===== src/hdl/bm3p_ram.sv =====
// ----------------------------------------------------------------------------
// bm3p_ram
// Generic single-clock RAM, one write port and one read port with the
// read data registered.
// ----------------------------------------------------------------------------
module bm3p_ram #(
    parameter int  WIDTH  = 8,
    parameter int  DEPTH  = 16,
    localparam int ADDR_W = $clog2(DEPTH)
) (
    input  logic              i_clk,
    input  logic              i_wr_en,
    input  logic [ADDR_W-1:0] i_wr_addr,
    input  logic [WIDTH-1:0]  i_wr_data,
    input  logic              i_rd_en,
    input  logic [ADDR_W-1:0] i_rd_addr,
    output logic [WIDTH-1:0]  o_rd_data
);

    logic [WIDTH-1:0] r_mem [DEPTH];
    logic [WIDTH-1:0] r_rd_data;

    // write port and registered read port
    always_ff @(posedge i_clk) begin
        if (i_wr_en) begin
            r_mem[i_wr_addr] <= i_wr_data;
        end
        if (i_rd_en) begin
            r_rd_data <= r_mem[i_rd_addr];
        end
    end

    assign o_rd_data = r_rd_data;

endmodule


===== config.mk =====
export PLATFORM = sky130hd
export DESIGN_NAME = bm3p_ram
export DESIGN_NICKNAME = d
export VERILOG_FILES = /design/src/hdl/bm3p_ram.sv
export SDC_FILE = /design/constraint.sdc
export NUM_CORES = 1
export LEC_CHECK = 0
export BUFFER_PORTS_ARGS = -buffer_cell sky130_fd_sc_hd__buf_4
export CORE_MARGIN = 2
export CORE_UTILIZATION = 50
export CTS_BUF_LIST = sky130_fd_sc_hd__clkbuf_4
export CTS_CLUSTER_DIAMETER = 100
export CTS_CLUSTER_SIZE = 14
export DETAILED_ROUTE_END_ITERATION = 10
export PLACE_DENSITY_LB_ADDON = 0.05
export SYNTH_ARGS = -nofsm -noshare
export SYNTH_HDL_FRONTEND = slang
export SYNTH_SLANG_ARGS = --single-unit

===== constraint.sdc =====
create_clock -name i_clk -period 2.5 [get_ports i_clk]
set_clock_uncertainty 0.15 [all_clocks]
set_input_delay 0.75 -clock i_clk [delete_from_list [all_inputs] [get_ports i_clk]]
set_output_delay 0.75 -clock i_clk [all_outputs]
set_load 0.01 [all_outputs]

==> Word-level counts from Yosys, hierarchy flattened <==
Memory sizes are Yosys's and may differ from the RTL's. A register that Yosys moved wholly into a read port is not among the register bits.
Cells that the tools add are included.
W data, S select, Z words.
{ "word_totals": {"reg_bits": 0, "mem_count": 1, "out_inout_bits": 8, "in_bits": 19, "elab_cells": 3, "mem_bits_rw": 128} }
{ "classes": {"n_mux": 2} }
{ "mem_list": {"columns": ["memory", "words", "width", "read_ports", "rd_ports_with_merged_regs", "wr", "line_no", "source"], "rows": [
  ["r_mem", 16, 8, 1, 1, 1, "20", "logic [WIDTH-1:0] r_mem [DEPTH];"]
]} }
{ "ops": {"columns": ["cell", "n"], "rows": [
  ["$mux W1", 2]
]} }

==> Longest topological paths before layout <==
{ "logic_depth": {"ltp_word": 2, "depth_mapped": 5, "ltp_nobuf": 3} }

==> Least setup slack after synthesis <==
Ideal clock, no wire load.
{ "synth_path": {"path_kind": "input to register", "startpoint": "input port i_wr_addr[2]", "endpoint": "memory r_mem[0][0] (enable)", "required_ns": 1.967, "arrival_ns": 1.860, "cell_stages": 2, "path_buffers": 0, "setup_ns": 0.383, "slack_ns": 0.107, "path_cell_list": "or3b_2 nor3_1"} }
{ "synth_lines": {"columns": ["element", "line_no", "source"], "rows": [
  ["start: declaration", "13", "input logic [ADDR_W-1:0] i_wr_addr,"],
  ["end: declaration", "20", null]
]} }
No word-level cell before the write port.

==> Worst setup path in the final report <==
{ "layout_path": {"startpoint": "register r_rd_data[4] (netlist: o_rd_data[4]), read port of r_mem", "endpoint": "output port o_rd_data[4]"} }
{ "layout_lines": {"columns": ["element", "line_no", "source"], "rows": [
  ["start: declaration", "21", "logic [WIDTH-1:0] r_rd_data;"],
  ["end: declaration", "17", "output logic [WIDTH-1:0] o_rd_data"]
]} }
No word-level cell between the ends.

==> flow_summary.toml <==
[synthesis]
yosys.area_share.adder_pct = 0
synthSimpleGateAreaFrac_pct = 3.14
synth_compound_area_share_pct = 2.30
synth_mux_area_share_pct = 14.8
yosysUniqueCellTypes = 18
yosys.area.top_type = "edfxtp_1"
syn_nets = 248
syn_area_um2 = 5230
synth_top_area_share_pct = 78.1
synth_xor_area_share_pct = 0
syn_inst = 229
yosysWarnings = 0
ys_seq_area_share_pct = 78.1
synth_top_family_by_area = "multiplexers"
synthTopCellsByArea = "edfxtp_1 78%, mux4_2 7.8%, mux4_1 7.0%"
synth_area_per_cell_um2 = 22.8
ys_ff_latch = 136

[worst_setup_path]
cpPeakStageDelay_ns = 0.44
rr_worst_depth = 3
cp_num_buf_inv = 1
cp_cell_sequence = "buf_4"
cp-start-kind = "flip-flop"
cpMaxStageDelayCell = "edfxtp_1"
cp.required_ns = 1.60
critical_path_arrival_ns = 1.11
rrSetupSlack_ns = 0.81
path_max_fanout = 1
r2r-end = "o_rd_data[4]$_DFFE_PP_"
worst-setup-path-type = "reg -> out"
crit_path_end_kind = "primary output"
cp_top_family = "flip-flops"
reg2reg_from = "r_mem[8][4]$_DFFE_PP_"

[power_and_ir_drop]
p_sw_share_pct = 21.0
power.net_switching_mw = 0.927
power.leakage_nw = 2.06
seqPwrFrac_pct = 58.4
internal_power_mw = 3.49
vdd_ir_drop_max_mv = 0.392
p_per_area_nw_per_um2 = 725
clkPwrFrac_pct = 35.6
power_mw = 4.42
power_frac_comb_pct = 6.0

[final_layout]
fillCellCount = 758
fin_nets = 309
diodes = 0
fin_util_pct = 59.5
syn_to_final_growth_pct = 16.5
layoutNonFillerInstCount = 439
drive_gt1_share_pct = 33.7

[global_routing]
grt_overflow = 0
grt_pass1_vias = 2575
antenna_found_initial = 0
grt_pass1_wl_um = 15100
grt.total_usage_pct = 19.3
grt_max_degree = 19

[routing]
vias = 2448
drt_first_pass_iters = 4
routedWlPerCell_um = 21.9
vias_per_cell = 5.58
ant_nets = 0
drt_iter0_markers = 170
wl_um = 9610
drc_errors = 0

[clock_network]
cts_buffers = 17
clk-insertion-delay-late_ns = 0.51
cts_tree = "done"
cts_resized = 0
clock_path_buffers = 2
hold_buffers = 0
cts_root_buffer = "clkbuf_4"
post_cts_buffers = 0
clkTransAtPathRegs_ns = 0.11
cts_htree_levels = 4
clock-sinks = 136

[sta]
tightest_slew_ns = 0.415
fin_setup_tns_ns = 0
hold_violations = 0
max_freq_mhz = 497
fin_crit_ns = 2.01
fin_crit_sh_pct = 80.5
drv_slew = 0
relSlewSlack_pct = 72.3
grt_setup_unrepaired = "false"
setup_viol = 0

[min_path]
worstHoldStart = "i_wr_data[0]"
worstHoldPathCells = 1
holdPathEnd = "r_mem[5][0]$_DFFE_PP_"
min_path_type = "in -> reg"

[floorplanning]
die_y_um = 106
dieWidth_um = 106
ios = 27
fp.coreArea_um2 = 10200
rows = 37
initial_utilization_pct = 51.1
dieArea_um2 = 11300

[placed_design]
place_inst = 407
finalWeightedCongestion = 0.766
port_buffers = 26
hpwl_um = 6500

[job]
cap_violations = 0

[status]
status = "finished clean"
[power groups by stage]
stage	sequential, mW	clock, mW	combinational (mW)
2_1_floorplan	2.63	0	0.130
3_3_place_gp	2.63	0	0.266
3_5_place_dp	2.63	0	0.269
4_1_cts	2.58	1.61	0.270
5_1_grt	2.58	1.70	0.289
6_report	2.58	1.57	0.264
[cells in the final DEF, fill, tap and decap left out]
master        n
a22oi_1      16
and2_1        1
and2b_1       1
buf_12        5
buf_4        47
bufinv_16     4
clkbuf_4     17
clkinv_1      1
clkinv_2      2
clkinv_4      2
clkinvlp_4    3
edfxtp_1    136
inv_6         3
mux4_1       14
mux4_2       18
nand2_1       9
nand2b_1      2
nand3_1       1
nand3b_1      2
nor2_1       13
nor2b_1       1
nor3_1        4
or3b_2        1
[sequential cells by signal, indices dropped and copies added (netlist names)]
signal / cells
o_rd_data: 8
r_mem: 128
[cells by family (layout without fill, tap and decap cells)]
group,count (synthesis),count (layout)
compound gates,16,16
buf+inv,10,84
flops,136,136
mux,32,32
simple gates,35,35
[worst max path at each step]
stage | from | endpoint | slack (ns) | cells past startpoint
2_1_floorplan | i_wr_addr[2] | r_mem[0][0]$_DFFE_PP_ | 0.11 | 2
3_5_place_dp | i_rd_addr[0] | o_rd_data[4]$_DFFE_PP_ | 0.07 | 5
4_1_cts | o_rd_data[4]$_DFFE_PP_ | o_rd_data[4] | 0.44 | 1
3_3_place_gp | i_rd_addr[0] | o_rd_data[4]$_DFFE_PP_ | 0.08 | 5
5_1_grt | o_rd_data[4]$_DFFE_PP_ | o_rd_data[4] | 0.43 | 1
6_report | o_rd_data[4]$_DFFE_PP_ | o_rd_data[4] | 0.49 | 1
[metal layers]
metal,part of all wire [%],vias up,routed length (µm),global-route usage [%]
li1,-,1106,-,-
met1,45,1266,4370,27.8
met2,49,68,4680,29.2
met3,4.8,8,457,4.66
met4,1.0,0,98,7.05
met5,0,-,0,0
[layout make-up]
type	count	area (µm²)	share of cell area (%)
well taps	136	170	2.79
clock inverters	15	200	3.29
multi-input cells	83	1060	17.4
flip-flops and latches	136	4080	67.0
repair buffers	52	453	7.43
clock buffers	17	128	2.09
[per-stage QoR]
step	area, µm²	setup slack [ns]	hold WS [ns]
2_1_floorplan	5230	0.107	0.555
3_3_place_gp	5760	0.0845	0.581
3_5_place_dp	5760	0.0673	0.587
4_1_cts	6090	0.441	0.343
5_1_grt	6090	0.427	0.352
6_report	6090	0.487	0.378
[cells in the mapped netlist]
cell	instances
nand3_1	1
nand3b_1	2
nor2b_1	1
edfxtp_1	136
and2b_1	1
nor3_1	4
clkdlybuf4s25_2	3
nor2_1	13
nand2b_1	2
and2_1	1
buf_6	3
or3b_2	1
nand2_1	9
buf_4	1
a22oi_1	16
mux4_2	18
buf_2	3
mux4_1	14
Power figures use the tool's default switching activity.
