===== src/hdl/bm3p_pkg.sv =====
// ----------------------------------------------------------------------------
// bm3p_pkg
// Shared codes, field widths and the control bundle passed from the
// sequencer to the arithmetic path of the 3x3 box mean block.
// ----------------------------------------------------------------------------
package bm3p_pkg;

    // configuration port layout
    localparam int CFG_INDEX_W   = 2;
    localparam int CFG_DATA_W    = 16;
    localparam int WIDTH_FIELD_W = 11;
    localparam int HEIGHT_W      = 16;
    localparam int FILTER_W      = 2;

    // register indexes
    localparam logic [CFG_INDEX_W-1:0] CFG_WIDTH  = 2'd0;
    localparam logic [CFG_INDEX_W-1:0] CFG_HEIGHT = 2'd1;
    localparam logic [CFG_INDEX_W-1:0] CFG_FILTER = 2'd2;

    // neighbour selection modes
    localparam logic [FILTER_W-1:0] FILT_ALL  = 2'd0;
    localparam logic [FILTER_W-1:0] FILT_EVEN = 2'd1;
    localparam logic [FILTER_W-1:0] FILT_ODD  = 2'd2;
    localparam logic [FILTER_W-1:0] FILT_NONE = 2'd3;

    // input item kinds
    localparam logic KIND_PIXEL = 1'b0;
    localparam logic KIND_DRAIN = 1'b1;

    // sequencer to arithmetic path
    typedef struct packed {
        logic                acc_clear;  // start a new neighbourhood
        logic                tag_vld;    // read data arrives this cycle
        logic                tag_ok;     // that neighbour lies inside the frame
        logic                tag_last;   // that neighbour is the ninth
        logic [FILTER_W-1:0] filter;
        logic                row_end;
        logic                frame_end;
    } t_dp_ctl;

endpackage


===== src/hdl/bm3p_dp.sv =====
// ----------------------------------------------------------------------------
// bm3p_dp
// Sum and count of the qualifying neighbours, mean by reciprocal multiply
// and the output register towards the result channel.
// ----------------------------------------------------------------------------
module bm3p_dp #(
    parameter int PIXEL_BITS = 8
) (
    input  logic                  i_clk,
    input  logic                  i_rst_n,
    input  bm3p_pkg::t_dp_ctl     i_dp,
    input  logic [PIXEL_BITS-1:0] i_rd_data,
    output logic                  o_done,
    // result channel
    output logic                  o_out_valid,
    input  logic                  i_out_stall,
    output logic [PIXEL_BITS-1:0] o_mean_value,
    output logic                  o_row_end,
    output logic                  o_frame_end
);

    localparam int SUM_W   = PIXEL_BITS + 4;
    localparam int K       = PIXEL_BITS + 7;
    localparam int RECIP_W = K + 1;
    localparam int PROD_W  = SUM_W + RECIP_W;
    localparam longint ONE_K = longint'(1) << K;

    // ceil(2^K / n), exact for every sum of up to nine pixels
    localparam logic [RECIP_W-1:0] RC1 = RECIP_W'(ONE_K);
    localparam logic [RECIP_W-1:0] RC2 = RECIP_W'((ONE_K + 1) / 2);
    localparam logic [RECIP_W-1:0] RC3 = RECIP_W'((ONE_K + 2) / 3);
    localparam logic [RECIP_W-1:0] RC4 = RECIP_W'((ONE_K + 3) / 4);
    localparam logic [RECIP_W-1:0] RC5 = RECIP_W'((ONE_K + 4) / 5);
    localparam logic [RECIP_W-1:0] RC6 = RECIP_W'((ONE_K + 5) / 6);
    localparam logic [RECIP_W-1:0] RC7 = RECIP_W'((ONE_K + 6) / 7);
    localparam logic [RECIP_W-1:0] RC8 = RECIP_W'((ONE_K + 7) / 8);
    localparam logic [RECIP_W-1:0] RC9 = RECIP_W'((ONE_K + 8) / 9);

    logic [SUM_W-1:0]      r_sum;
    logic [3:0]            r_cnt;
    logic                  r_mul_go;
    logic [PROD_W-1:0]     r_prod;
    logic                  r_prod_vld;
    logic                  r_out_valid;
    logic [PIXEL_BITS-1:0] r_mean;
    logic                  r_row_end;
    logic                  r_frame_end;

    logic                  qual;
    logic                  take;
    logic [RECIP_W-1:0]    recip;
    logic [PROD_W-1:0]     prod;
    logic                  load;

    // parity selection of one neighbour
    always_comb begin
        unique case (i_dp.filter)
            bm3p_pkg::FILT_ALL:  qual = 1'b1;
            bm3p_pkg::FILT_EVEN: qual = !i_rd_data[0];
            bm3p_pkg::FILT_ODD:  qual = i_rd_data[0];
            bm3p_pkg::FILT_NONE: qual = 1'b0;
            default:             qual = 1'b0;
        endcase
    end

    assign take = i_dp.tag_vld && i_dp.tag_ok && qual;

    // reciprocal of the neighbour count, zero count gives zero
    always_comb begin
        unique case (r_cnt)
            4'd1:    recip = RC1;
            4'd2:    recip = RC2;
            4'd3:    recip = RC3;
            4'd4:    recip = RC4;
            4'd5:    recip = RC5;
            4'd6:    recip = RC6;
            4'd7:    recip = RC7;
            4'd8:    recip = RC8;
            4'd9:    recip = RC9;
            default: recip = '0;
        endcase
    end

    assign prod = PROD_W'(r_sum) * PROD_W'(recip);
    assign load = r_prod_vld && (!r_out_valid || !i_out_stall);

    // accumulation and result payload
    always_ff @(posedge i_clk) begin
        if (i_dp.acc_clear) begin
            r_sum <= '0;
            r_cnt <= '0;
        end else if (take) begin
            r_sum <= r_sum + SUM_W'(i_rd_data);
            r_cnt <= r_cnt + 4'd1;
        end
        if (r_mul_go) begin
            r_prod <= prod;
        end
        if (load) begin
            r_mean      <= r_prod[K +: PIXEL_BITS];
            r_row_end   <= i_dp.row_end;
            r_frame_end <= i_dp.frame_end;
        end
    end

    // pipeline and output handshake control
    always_ff @(posedge i_clk) begin
        if (!i_rst_n) begin
            r_mul_go    <= 1'b0;
            r_prod_vld  <= 1'b0;
            r_out_valid <= 1'b0;
        end else begin
            r_mul_go <= i_dp.tag_vld && i_dp.tag_last;
            if (r_mul_go) begin
                r_prod_vld <= 1'b1;
            end else if (load) begin
                r_prod_vld <= 1'b0;
            end
            if (load) begin
                r_out_valid <= 1'b1;
            end else if (!i_out_stall) begin
                r_out_valid <= 1'b0;
            end
        end
    end

    assign o_done       = load;
    assign o_out_valid  = r_out_valid;
    assign o_mean_value = r_mean;
    assign o_row_end    = r_row_end;
    assign o_frame_end  = r_frame_end;

endmodule


===== config.mk =====
export PLATFORM = sky130hd
export DESIGN_NAME = bm3p_dp
export DESIGN_NICKNAME = d
export VERILOG_FILES = /design/src/hdl/bm3p_pkg.sv /design/src/hdl/bm3p_dp.sv
export SDC_FILE = /design/constraint.sdc
export NUM_CORES = 1
export LEC_CHECK = 0
export ABC_AREA = 1
export BUFFER_PORTS_ARGS = -buffer_cell sky130_fd_sc_hd__buf_2
export CORE_UTILIZATION = 50
export CTS_CLUSTER_DIAMETER = 30
export DETAILED_ROUTE_END_ITERATION = 7
export HOLD_SLACK_MARGIN = 0.06
export PLACE_DENSITY = 0.64
export SYNTH_ARGS = -nofsm -noshare
export SYNTH_HDL_FRONTEND = slang
export SYNTH_SLANG_ARGS = --single-unit

===== constraint.sdc =====
create_clock -name i_clk -period 12 [get_ports i_clk]
set_input_delay 3.6 -clock i_clk [delete_from_list [all_inputs] [get_ports i_clk]]
set_output_delay 3.6 -clock i_clk [all_outputs]
set_load 0.1 [all_outputs]

; Word level (Yosys, flattened, before mapping)
; Memory sizes are Yosys's and may differ from the RTL's. A register that Yosys moved wholly into a read port is not among the register bits.
; Cells that the tools add are included.
[word_totals]
regBits = 52
romBits = 256
elab_cells = 34
mem_count = 1
[mem_list]
columns = memory, words, word_bits, read_ports, rd_clocked_by_memory_dff, wr, line
row1 = (name not given), 16, 16, 1, 1, 0, bm3p_dp.sv:70  ; unique case (r_cnt)
[classes]
n_addsub = 2
n_mul = 1
eq_ne = 4
muxes = 7
reduce_logical = 10
[ops]
columns = op, count
row1 = $mul 12x16->23, 1
row2 = $add 12x8->12, 1
row3 = $mux 4, 2
row4 = $add 4x1->4 const B, 1
row5 = $eq 2x2->1 const B, 2
row6 = $logic_and 1x1->1, 4
row7 = $mux 1, 4
row8 = $pmux 1 s4, 1
row9 = $logic_not 1->1, 3
row10 = $eq 2x1->1 const B, 1
row11 = $logic_not 2->1, 1
row12 = $ne 2x2->1 const B, 1
row13 = $reduce_bool 2->1, 1
row14 = $logic_or 1x1->1, 1

; Longest topological paths before layout
; Gate-level depths: netlist of the first run.
[logic_depth]
ltp_word = 5
depth_mapped = 25
depth_no_buf = 23

; Least setup slack after synthesis of the first run
; No wires, ideal clock.
[synth_timing]
path_type = in2out
startpoint = input port i_out_stall
endpoint = output port o_done
t_arrival_ns = 5.555
t_required_ns = 8.400
setup_slack_ns = 2.845
path_stages = 1
cell_sequence = a21oi_1
[synth_between]
elab_chain_len = 3
[synth_rtl]
columns = item, line
row1 = "start, declared", bm3p_dp.sv:16  ; input logic i_out_stall,
row2 = $logic_not 1->1, --
row3 = $logic_or 1x1->1, bm3p_dp.sv:85  ; assign load = r_prod_vld && (!r_out_valid || !i_out_stall);
row4 = $logic_and 1x1->1, bm3p_dp.sv:85
row5 = "end, declared", bm3p_dp.sv:13  ; output logic o_done,
; No other way between the ends.

; Final worst setup path of the first run
; Ends and elaborated chain as after synthesis.

==> flow_metrics.py, run 1 <==
metrics = {
    "detailed_routing": {
        "wl_per_cell_microns": 13.7,
        "drc": 0,
        "viasPerCell": 4.90,
        "drt_iter0_markers": 280,
        "vias": 5816,
        "ant_nets": 0,
        "first_pass_iters": 4,
        "routed_wl_microns": 16300,
    },
    "global_route": {
        "grt_start_max_net_pins": 19,
        "grt_pass1_wl_microns": 28600,
        "grt-ovfl-total": 0,
        "grt_pass1_vias": 6184,
        "grt_use_total_pct": 22.7,
        "antenna_found_initial": 0,
    },
    "clock_tree": {
        "path_clk_slew_ns": 0.07,
        "clockBufferDepth": 2,
        "clk_latency_ns": 0.30,
        "clockRootBuffer": "clkbuf_16",
        "cts-resized-gates": 0,
        "cts_hold_buf": 0,
        "cts_tree": "done",
        "cts_max_level": 2,
        "cts_sinks": 52,
        "cts_buffers": 5,
        "post_cts_buffers": 0,
    },
    "synth": {
        "synth_edf_count": 18,
        "ys.warnings.count": 0,
        "syn_area_per_cell_sq_um": 7.79,
        "synthArstFlopShare_pct": 0,
        "ys_seq_area_share_pct": 15.7,
        "netlist_instances": 997,
        "synthesis.area_sq_um": 7770,
        "synth_ff_type": "dfxtp_1",
        "synth_nets": 1203,
        "synth_cell_type_count": 45,
        "ys_ff_latch": 52,
    },
    "critical_path": {
        "crit_required_ns": 8.40,
        "critPathMaxFanout": 11,
        "r2r_slack_ns": 6.71,
        "crit_path_end": "o_done",
        "critical_path_class": "input pin to output port",
        "r2r_start": "r_sum[4]",
        "worst_r2r_path_depth": 17,
        "arrival_ns": 4.48,
        "critPathCaptureType": "output port",
        "reg2reg_to": "r_prod[21]",
        "crit_path_start_kind": "input pin",
        "critPathLaunch": "i_out_stall",
    },
    "final_layout": {
        "drive_above_1_share_pct": 6.11,
        "final_cell_area_sq_um": 8150,
        "fin_nets": 1204,
        "diodes": 0,
        "areaGrowthSynthToFinish_pct": 4.90,
    },
    "sta": {
        "min_period_ns": 8.08,
        "fmax_mhz": 124,
        "skew_ns": 0.00814,
        "max_slew_margin_pct": 41.5,
        "final_hold_viol_count": 0,
        "worst_pin_slew_ns": 0.876,
        "period_share_pct": 67.3,
        "rsz0062_at_grt": "false",
        "fin_tns_setup_ns": 0,
        "slew_violations": 0,
        "finalSetupViolCount": 0,
    },
    "die": {
        "ios": 31,
        "die_x_microns": 127,
        "start_util_pct": 51.1,
        "row_count": 45,
        "dieArea_sq_um": 16000,
        "die_y_microns": 127,
        "design.core.area_sq_um": 15200,
    },
    "min_path": {
        "hp-class": "flip-flop to flip-flop",
    },
    "placed_design": {
        "gp_congestion": 0.840,
        "dpl-instance-area_sq_um": 8000,
        "port_buffers": 30,
        "dp.final_hpwl_microns": 13100,
    },
    "power_and_ir_drop": {
        "p_leak_nw": 4.66,
        "pwr_density_cell_nw_per_um2": 47.6,
        "ir_drop_mv": 0.0536,
    },
    "outcome": {
        "status": "finished, final reports clean",
    },
    "run": {
        "cap_violations": 0,
    },
}
[critical path, stage by stage]
cell and delay, ns:
buf_2 0.10, a21oi_1 0.13, buf_4 0.20, buf_2 0.45
[power by group]
group | internal [W] | leakage [nW] | switching (W)
Clock | 0.0000778 | 0.0745 | 0.0000655
Sequential | 0.000186 | 0.445 | 0.0000144
Combinational | 0.0000159 | 4.14 | 0.0000279
[sequential cells by signal (all words and copies together), names as in the netlist, 4 cells and up]
register	cells
o_mean_value	8
r_cnt	4
r_prod	8
r_sum	12
recip	15
[placed cells by master (no fill, tap or decap), types with 2 or more instances in the layout]
cell type	count
ha_1	55
xnor2_1	5
a21oi_1	32
buf_2	30
fa_1	132
inv_2	5
nand4_1	2
dfxtp_1	34
nand3_1	27
a21o_1	4
o21ai_2	2
edfxtp_1	18
clkbuf_16	5
o21bai_1	2
o21ai_1	3
or2_1	2
nand3_2	2
o21ai_0	17
nand2_2	4
nand2_1	271
nor2_1	33
o21a_1	5
inv_1	276
xor2_1	9
nor3_1	4
[cells in the mapped netlist (all sizes together), types with 2 or more instances]
cell / n / area share, %
ha: 55 / 8.9
xor2: 9 / 1.0
nor4: 2 / 0.24
o21ai: 22 / 1.5
a21o: 4 / 0.39
inv: 281 / 14
nor3: 5 / 0.39
nand3: 30 / 2.2
dfxtp: 34 / 8.8
clkbuf: 29 / 1.4
or2: 3 / 0.24
nor2: 35 / 1.9
nand4: 2 / 0.16
nand2: 276 / 14
a21oi: 32 / 2.1
o211ai: 2 / 0.26
buf: 8 / 0.61
o21a: 5 / 0.48
xnor2: 5 / 0.56
edfxtp: 18 / 7.0
o21bai: 2 / 0.19
fa: 132 / 34
[how the worst min path moves through the flow]
stage | from | end | cells after the start
CTS | r_prod[18] | o_mean_value[3] | 0
detailed placement | r_prod[21] | o_mean_value[6] | 0
finish | r_prod[18] | o_mean_value[3] | 0
global placement | r_prod[17] | o_mean_value[2] | 0
floorplan | r_prod[15] | o_mean_value[0] | 0
global route | r_prod[18] | o_mean_value[3] | 0
[metal layers]
layer,routed length [microns],GRT usage [%]
met2,7640,38.9
met3,820,3.12
met1,7460,29.8
met4,379,7.14
met5,0,0
[metrics by stage]
| step | std cells | power, W | hold WS [ns] | setup WS (ns) | utilization [%] |
|---|---|---|---|---|---|
| 2_1_floorplan | 997 | 0.000234 | 0.400 | 2.84 | - |
| 3_3_place_gp | 1179 | 0.000248 | 0.401 | 3.90 | 52.7 |
| 3_5_place_dp | 1179 | 0.000248 | 0.405 | 3.92 | 52.7 |
| 4_1_cts | 1187 | 0.000395 | 0.413 | 3.92 | 53.6 |
| 5_1_grt | 1187 | 0.000407 | 0.428 | 3.87 | 53.6 |
| 6_report | 1187 | 0.000388 | 0.414 | 3.92 | 53.6 |
[kinds of logic (layout without fill, tap and decap cells)]
kind of cell               after synthesis  in the layout  share of synthesized area, %
and+or+nand+nor                        356            356                          19.0
adders and majority gates              187            187                          42.9
AOI/OAI and AO/OA                       70             70                          5.20
DFF                                     52             52                          15.7
xor gates and xnor gates                14             14                          1.58
buffers and inverters                  318            320                          15.6
[layout make-up]
class                      instances  area [sq um]
timing repair buffer              31           158
clock inverter                     3          20.0
clock buffer                       5           125
inverter                         281          1050
tap                              188           235
fill                            1492          7050
multi-input combinational        627          5340
sequential                        52          1220
(Power assumes the default switching activity.)
==> run 2: changes to the inputs <==
clock period = 8.35 ns   (was 12 ns; I/O delays follow)
==> run 2 against run 1 <==
  * Via count barely moved
  * Critical path depth did not move
  * Power rose by 49%
  * First-iteration DRC count rose by 3.9%
  * Non-clock buffer count did not move
  * Clock-buffer cell count rose by 2
  * Die area did not move
  * Highest routed layer unchanged
==> flow_metrics.py, run 2 (synthesis gave the netlist of run 1 again) <==
metrics = {
    "clock_tree": {
        "clk_latency_ns": 0.30,
        "path_clk_slew_ns": 0.07,
        "cts-resized-gates": 0,
        "cts_max_level": 2,
        "cts_buffers": 5,
        "clockRootBuffer": "clkbuf_16",
        "cts_hold_buf": 0,
        "cts_sinks": 52,
        "clockBufferDepth": 2,
        "cts_tree": "done",
        "post_cts_buffers": 0,
    },
    "die": {
        "die_x_microns": 127,
        "dieArea_sq_um": 16000,
        "ios": 31,
        "start_util_pct": 51.1,
        "die_y_microns": 127,
        "row_count": 45,
        "design.core.area_sq_um": 15200,
    },
    "sta": {
        "skew_ns": 0.00834,
        "slew_violations": 0,
        "fmax_mhz": 170,
        "fin_tns_setup_ns": 0,
        "hold_ws_ns": 0.418,
        "finalSetupViolCount": 0,
        "max_slew_margin_pct": 43.0,
        "final_hold_viol_count": 0,
        "worst_pin_slew_ns": 0.854,
        "period_share_pct": 70.6,
        "min_period_ns": 5.90,
        "rsz0062_at_grt": "false",
    },
    "critical_path": {
        "r2r_start": "r_sum[3]",
        "critical_path_class": "input pin to output port",
        "arrival_ns": 3.39,
        "crit_path_start_kind": "input pin",
        "critPathCaptureType": "output port",
        "critPathLaunch": "i_out_stall",
        "critPathMaxFanout": 11,
        "crit_required_ns": 5.85,
    },
    "detailed_routing": {
        "viasPerCell": 4.90,
        "ant_nets": 0,
        "drc": 0,
        "first_pass_iters": 4,
        "vias": 5818,
        "wl_per_cell_microns": 13.8,
        "routed_wl_microns": 16400,
        "drt_iter0_markers": 291,
    },
    "final_layout": {
        "final_common_cell": "inv_1",
        "diodes": 0,
        "mostFrequentLayoutCells": "inv_1 (276), nand2_1 (271), fa_1 (132)",
        "largest_reg_flops": 15,
        "drive_above_1_share_pct": 6.01,
        "postLayoutCoreUtil_pct": 53.7,
        "areaGrowthSynthToFinish_pct": 5.12,
        "fin_nets": 1204,
    },
    "power_and_ir_drop": {
        "pwr_density_cell_nw_per_um2": 70.7,
        "ir_drop_mv": 0.0795,
        "p_leak_nw": 4.67,
    },
    "run": {
        "cap_violations": 0,
    },
    "global_route": {
        "grt-ovfl-total": 0,
        "grt_pass1_vias": 6154,
        "grt_start_max_net_pins": 19,
        "grt_use_total_pct": 23.0,
        "grt_pass1_wl_microns": 28900,
        "antenna_found_initial": 0,
    },
    "placed_design": {
        "dp.final_hpwl_microns": 13200,
        "port_buffers": 30,
        "gp_congestion": 0.846,
    },
    "outcome": {
        "status": "finished, final reports clean",
    },
    "min_path": {
        "hold_path_startpoint": "r_prod[21]",
        "hp-class": "flip-flop to flip-flop",
    },
}
-- run 2: cell count changes in the layout (fill, tap and decap cells not counted), sizes merged --
cell    previous run  this run
clkinv             1         0
clkbuf             5         7
inv              283       282
-- run 2: per-layer routing --
metal	up-vias	global-route usage (%)	routed length, microns
met2	100	39.4	7770
li1	2889	-	-
met5	-	0	0
met3	23	3.50	572
met1	2806	30.5	7700
met4	0	6.37	348
-- run 2: stage by stage --
| stage | instances | power [W] | setup slack (ns) | cell area (sq um) |
|---|---|---|---|---|
| after floorplan | 997 | 0.000336 | 1.38 | 7770 |
| after global placement | 1179 | 0.000356 | 2.44 | 8000 |
| after detailed placement | 1179 | 0.000357 | 2.44 | 8000 |
| after CTS | 1187 | 0.000586 | 2.44 | 8170 |
| after global routing | 1187 | 0.000606 | 2.40 | 8170 |
| final | 1187 | 0.000577 | 2.45 | 8170 |
-- run 2: worst max-delay path, stage by stage --
cell	delay [ns]
buf_2	0.10
a21oi_1	0.13
buf_4	0.20
buf_2	0.45
-- run 2: cell type report --
class / count / area (sq um)
Clock buffer: 7 / 154
Fill cell: 1465 / 7040
Sequential cell: 52 / 1220
Clock inverter: 1 / 8.76
Tap cell: 188 / 235
Multi-Input combinational cell: 627 / 5340
Timing Repair Buffer: 31 / 158
Inverter: 281 / 1050
-- run 2: path summary, 6_finish.rpt --
kind	end	slack, ns	cells past startpoint
worst min register to register	o_mean_value[6]	0.42	0
worst max register to register	r_prod[21]	3.03	17
worst max-delay path	o_done	2.45	4
worst min-delay path	o_mean_value[6]	0.42	0
-- run 2: where the power goes --
part	internal, W	total [W]	leakage, nW	switching (W)
Sequential	0.000268	0.000288	0.445	0.0000204
Combinational	0.0000229	0.0000632	4.14	0.0000403
Clock	0.000131	0.000226	0.0797	0.0000954
==> run 3: changes to the inputs <==
clock period = 5.5 ns   (was 8.35 ns; I/O delays follow)
==> run 3 against run 2 <==
  * Global-route usage down 0.37 points
  * First-iteration DRC count up 27%
  * Wire length down 0.21%
  * Critical path type is now flip-flop to flip-flop
  * Highest routed layer unchanged
==> flow_metrics.py, run 3 (synthesis gave the netlist of run 1 again) <==
metrics = {
    "outcome": {
        "status": "finished, final reports clean",
    },
    "power_and_ir_drop": {
        "clockPowerShare_pct": 37.8,
        "p_int_w": 0.000618,
        "ir_drop_mv": 0.145,
        "pwr_density_cell_nw_per_um2": 105,
        "power_switching_w": 0.000245,
        "p_comb_share_pct": 12.8,
        "seqPwrFrac_pct": 49.5,
        "p_leak_nw": 4.72,
        "switching_share_pct": 28.4,
    },
    "final_layout": {
        "mostFrequentLayoutCells": "inv_1 (276), nand2_1 (271), fa_1 (132)",
        "largest_reg_flops": 15,
        "final_common_cell": "inv_1",
        "postLayoutCoreUtil_pct": 54.2,
        "fin_nets": 1215,
        "drive_above_1_share_pct": 7.13,
        "finalNonFillerCells": 1198,
        "fill_cells": 1453,
        "areaGrowthSynthToFinish_pct": 6.06,
        "final_cell_area_sq_um": 8240,
        "diodes": 0,
    },
    "die": {
        "die_x_microns": 127,
        "row_count": 45,
        "ios": 31,
        "start_util_pct": 51.1,
        "design.core.area_sq_um": 15200,
        "die_y_microns": 127,
        "dieArea_sq_um": 16000,
    },
    "detailed_routing": {
        "ant_nets": 0,
        "vias": 5897,
        "viasPerCell": 4.92,
        "routed_wl_microns": 16400,
        "drc": 0,
        "wl_per_cell_microns": 13.7,
        "first_pass_iters": 7,
        "drt_iter0_markers": 370,
    },
    "critical_path": {
        "crit_required_ns": 5.56,
        "critPathMaxFanout": 17,
        "arrival_ns": 5.16,
        "critical_path_class": "flip-flop to flip-flop",
        "crit_path_start_kind": "flip-flop",
        "critPathCaptureType": "flip-flop",
    },
    "clock_tree": {
        "clockBufferDepth": 2,
        "cts-resized-gates": 0,
        "cts_max_level": 2,
        "clk_latency_ns": 0.31,
        "cts_sinks": 52,
        "post_cts_buffers": 0,
        "cts_hold_buf": 0,
        "cts_tree": "done",
        "clockRootBuffer": "clkbuf_16",
        "path_clk_slew_ns": 0.07,
        "cts_buffers": 5,
    },
    "global_route": {
        "grt-ovfl-total": 0,
        "grt_start_max_net_pins": 19,
        "antenna_found_initial": 0,
        "grt_use_total_pct": 22.7,
        "grt.busiest_layer": "met2",
        "grtUsageMet2_pct": 38.4,
        "gr-usage-met3_pct": 3.25,
        "grt_pass1_wl_microns": 28500,
        "grt_pass1_vias": 6099,
        "met1_usage_pct": 29.7,
    },
    "sta": {
        "final_hold_viol_count": 0,
        "hold_ws_ns": 0.421,
        "skew_ns": 0.00979,
        "fmax_mhz": 196,
        "fin_tns_setup_ns": 0,
        "finalSetupViolCount": 0,
        "max_slew_margin_pct": 52.2,
        "rsz0062_at_grt": "false",
        "slew_violations": 0,
        "min_period_ns": 5.10,
        "worst_pin_slew_ns": 0.716,
        "period_share_pct": 92.7,
    },
    "placed_design": {
        "post-place-cells": 1190,
        "gp_congestion": 0.852,
        "port_buffers": 30,
        "dp.final_hpwl_microns": 13700,
        "dpl-instance-area_sq_um": 8090,
    },
    "min_path": {
        "hp-class": "flip-flop to flip-flop",
    },
    "run": {
        "cap_violations": 0,
    },
}
==> run 3: power groups by stage <==
stage / Clock (W) / Sequential [W] / Combinational, W
final: 0.000326 / 0.000427 / 0.000110
after global routing: 0.000352 / 0.000428 / 0.000124
after CTS: 0.000336 / 0.000426 / 0.000111
after detailed placement: 0 / 0.000435 / 0.000110
after global placement: 0 / 0.000435 / 0.000110
after floorplan: 0 / 0.000430 / 0.0000800
==> run 3: final cells by class <==
class	instances	area, sq um	area share, %
clock buffer	5	125	1.52
sequential	52	1220	14.8
tap	188	235	2.85
inverter	281	1050	12.8
timing repair buffer	42	240	2.92
multi-input combinational	627	5340	64.8
clock inverter	3	27.5	0.334
==> run 3: stage by stage <==
stage | setup slack [ns] | power (W)
3_5_place_dp | 0.450 | 0.000545
3_3_place_gp | 0.457 | 0.000544
4_1_cts | 0.402 | 0.000873
6_report | 0.400 | 0.000863
5_1_grt | 0.0986 | 0.000905
2_1_floorplan | 0.245 | 0.000510
==> run 3: worst paths after layout <==
path / slack (ns) / start / endpoint / cells after the start
hold reg to reg: 0.42 / r_prod[20] / o_mean_value[5] / 0
setup reg to reg: 0.40 / r_sum[4] / r_prod[22] / 19
setup / recovery: 0.40 / r_sum[4] / r_prod[22] / 19
hold / removal: 0.42 / r_prod[20] / o_mean_value[5] / 0
==> run 3: metal layers <==
metal | up-vias | share of wire, %
li1 | 2910 | -
met5 | - | 0
met2 | 127 | 48
met4 | 0 | 2.3
met1 | 2832 | 46
met3 | 28 | 4.3
==> run 3: critical path, stage by stage, from the launching register on <==
cell and delay (ns):
dfxtp_1 0.77, nand2_1 0.17, fa_1 0.57, fa_1 0.44, fa_1 0.54, inv_1 0.05
fa_1 0.48, inv_1 0.05, fa_1 0.49, inv_1 0.05, ha_1 0.35, nand2_1 0.07
nor2_1 0.20, nand2_1 0.11, nor3_1 0.14, nand2_1 0.08, nand3_1 0.13, inv_1 0.05
nand3_1 0.06, nand2_1 0.05
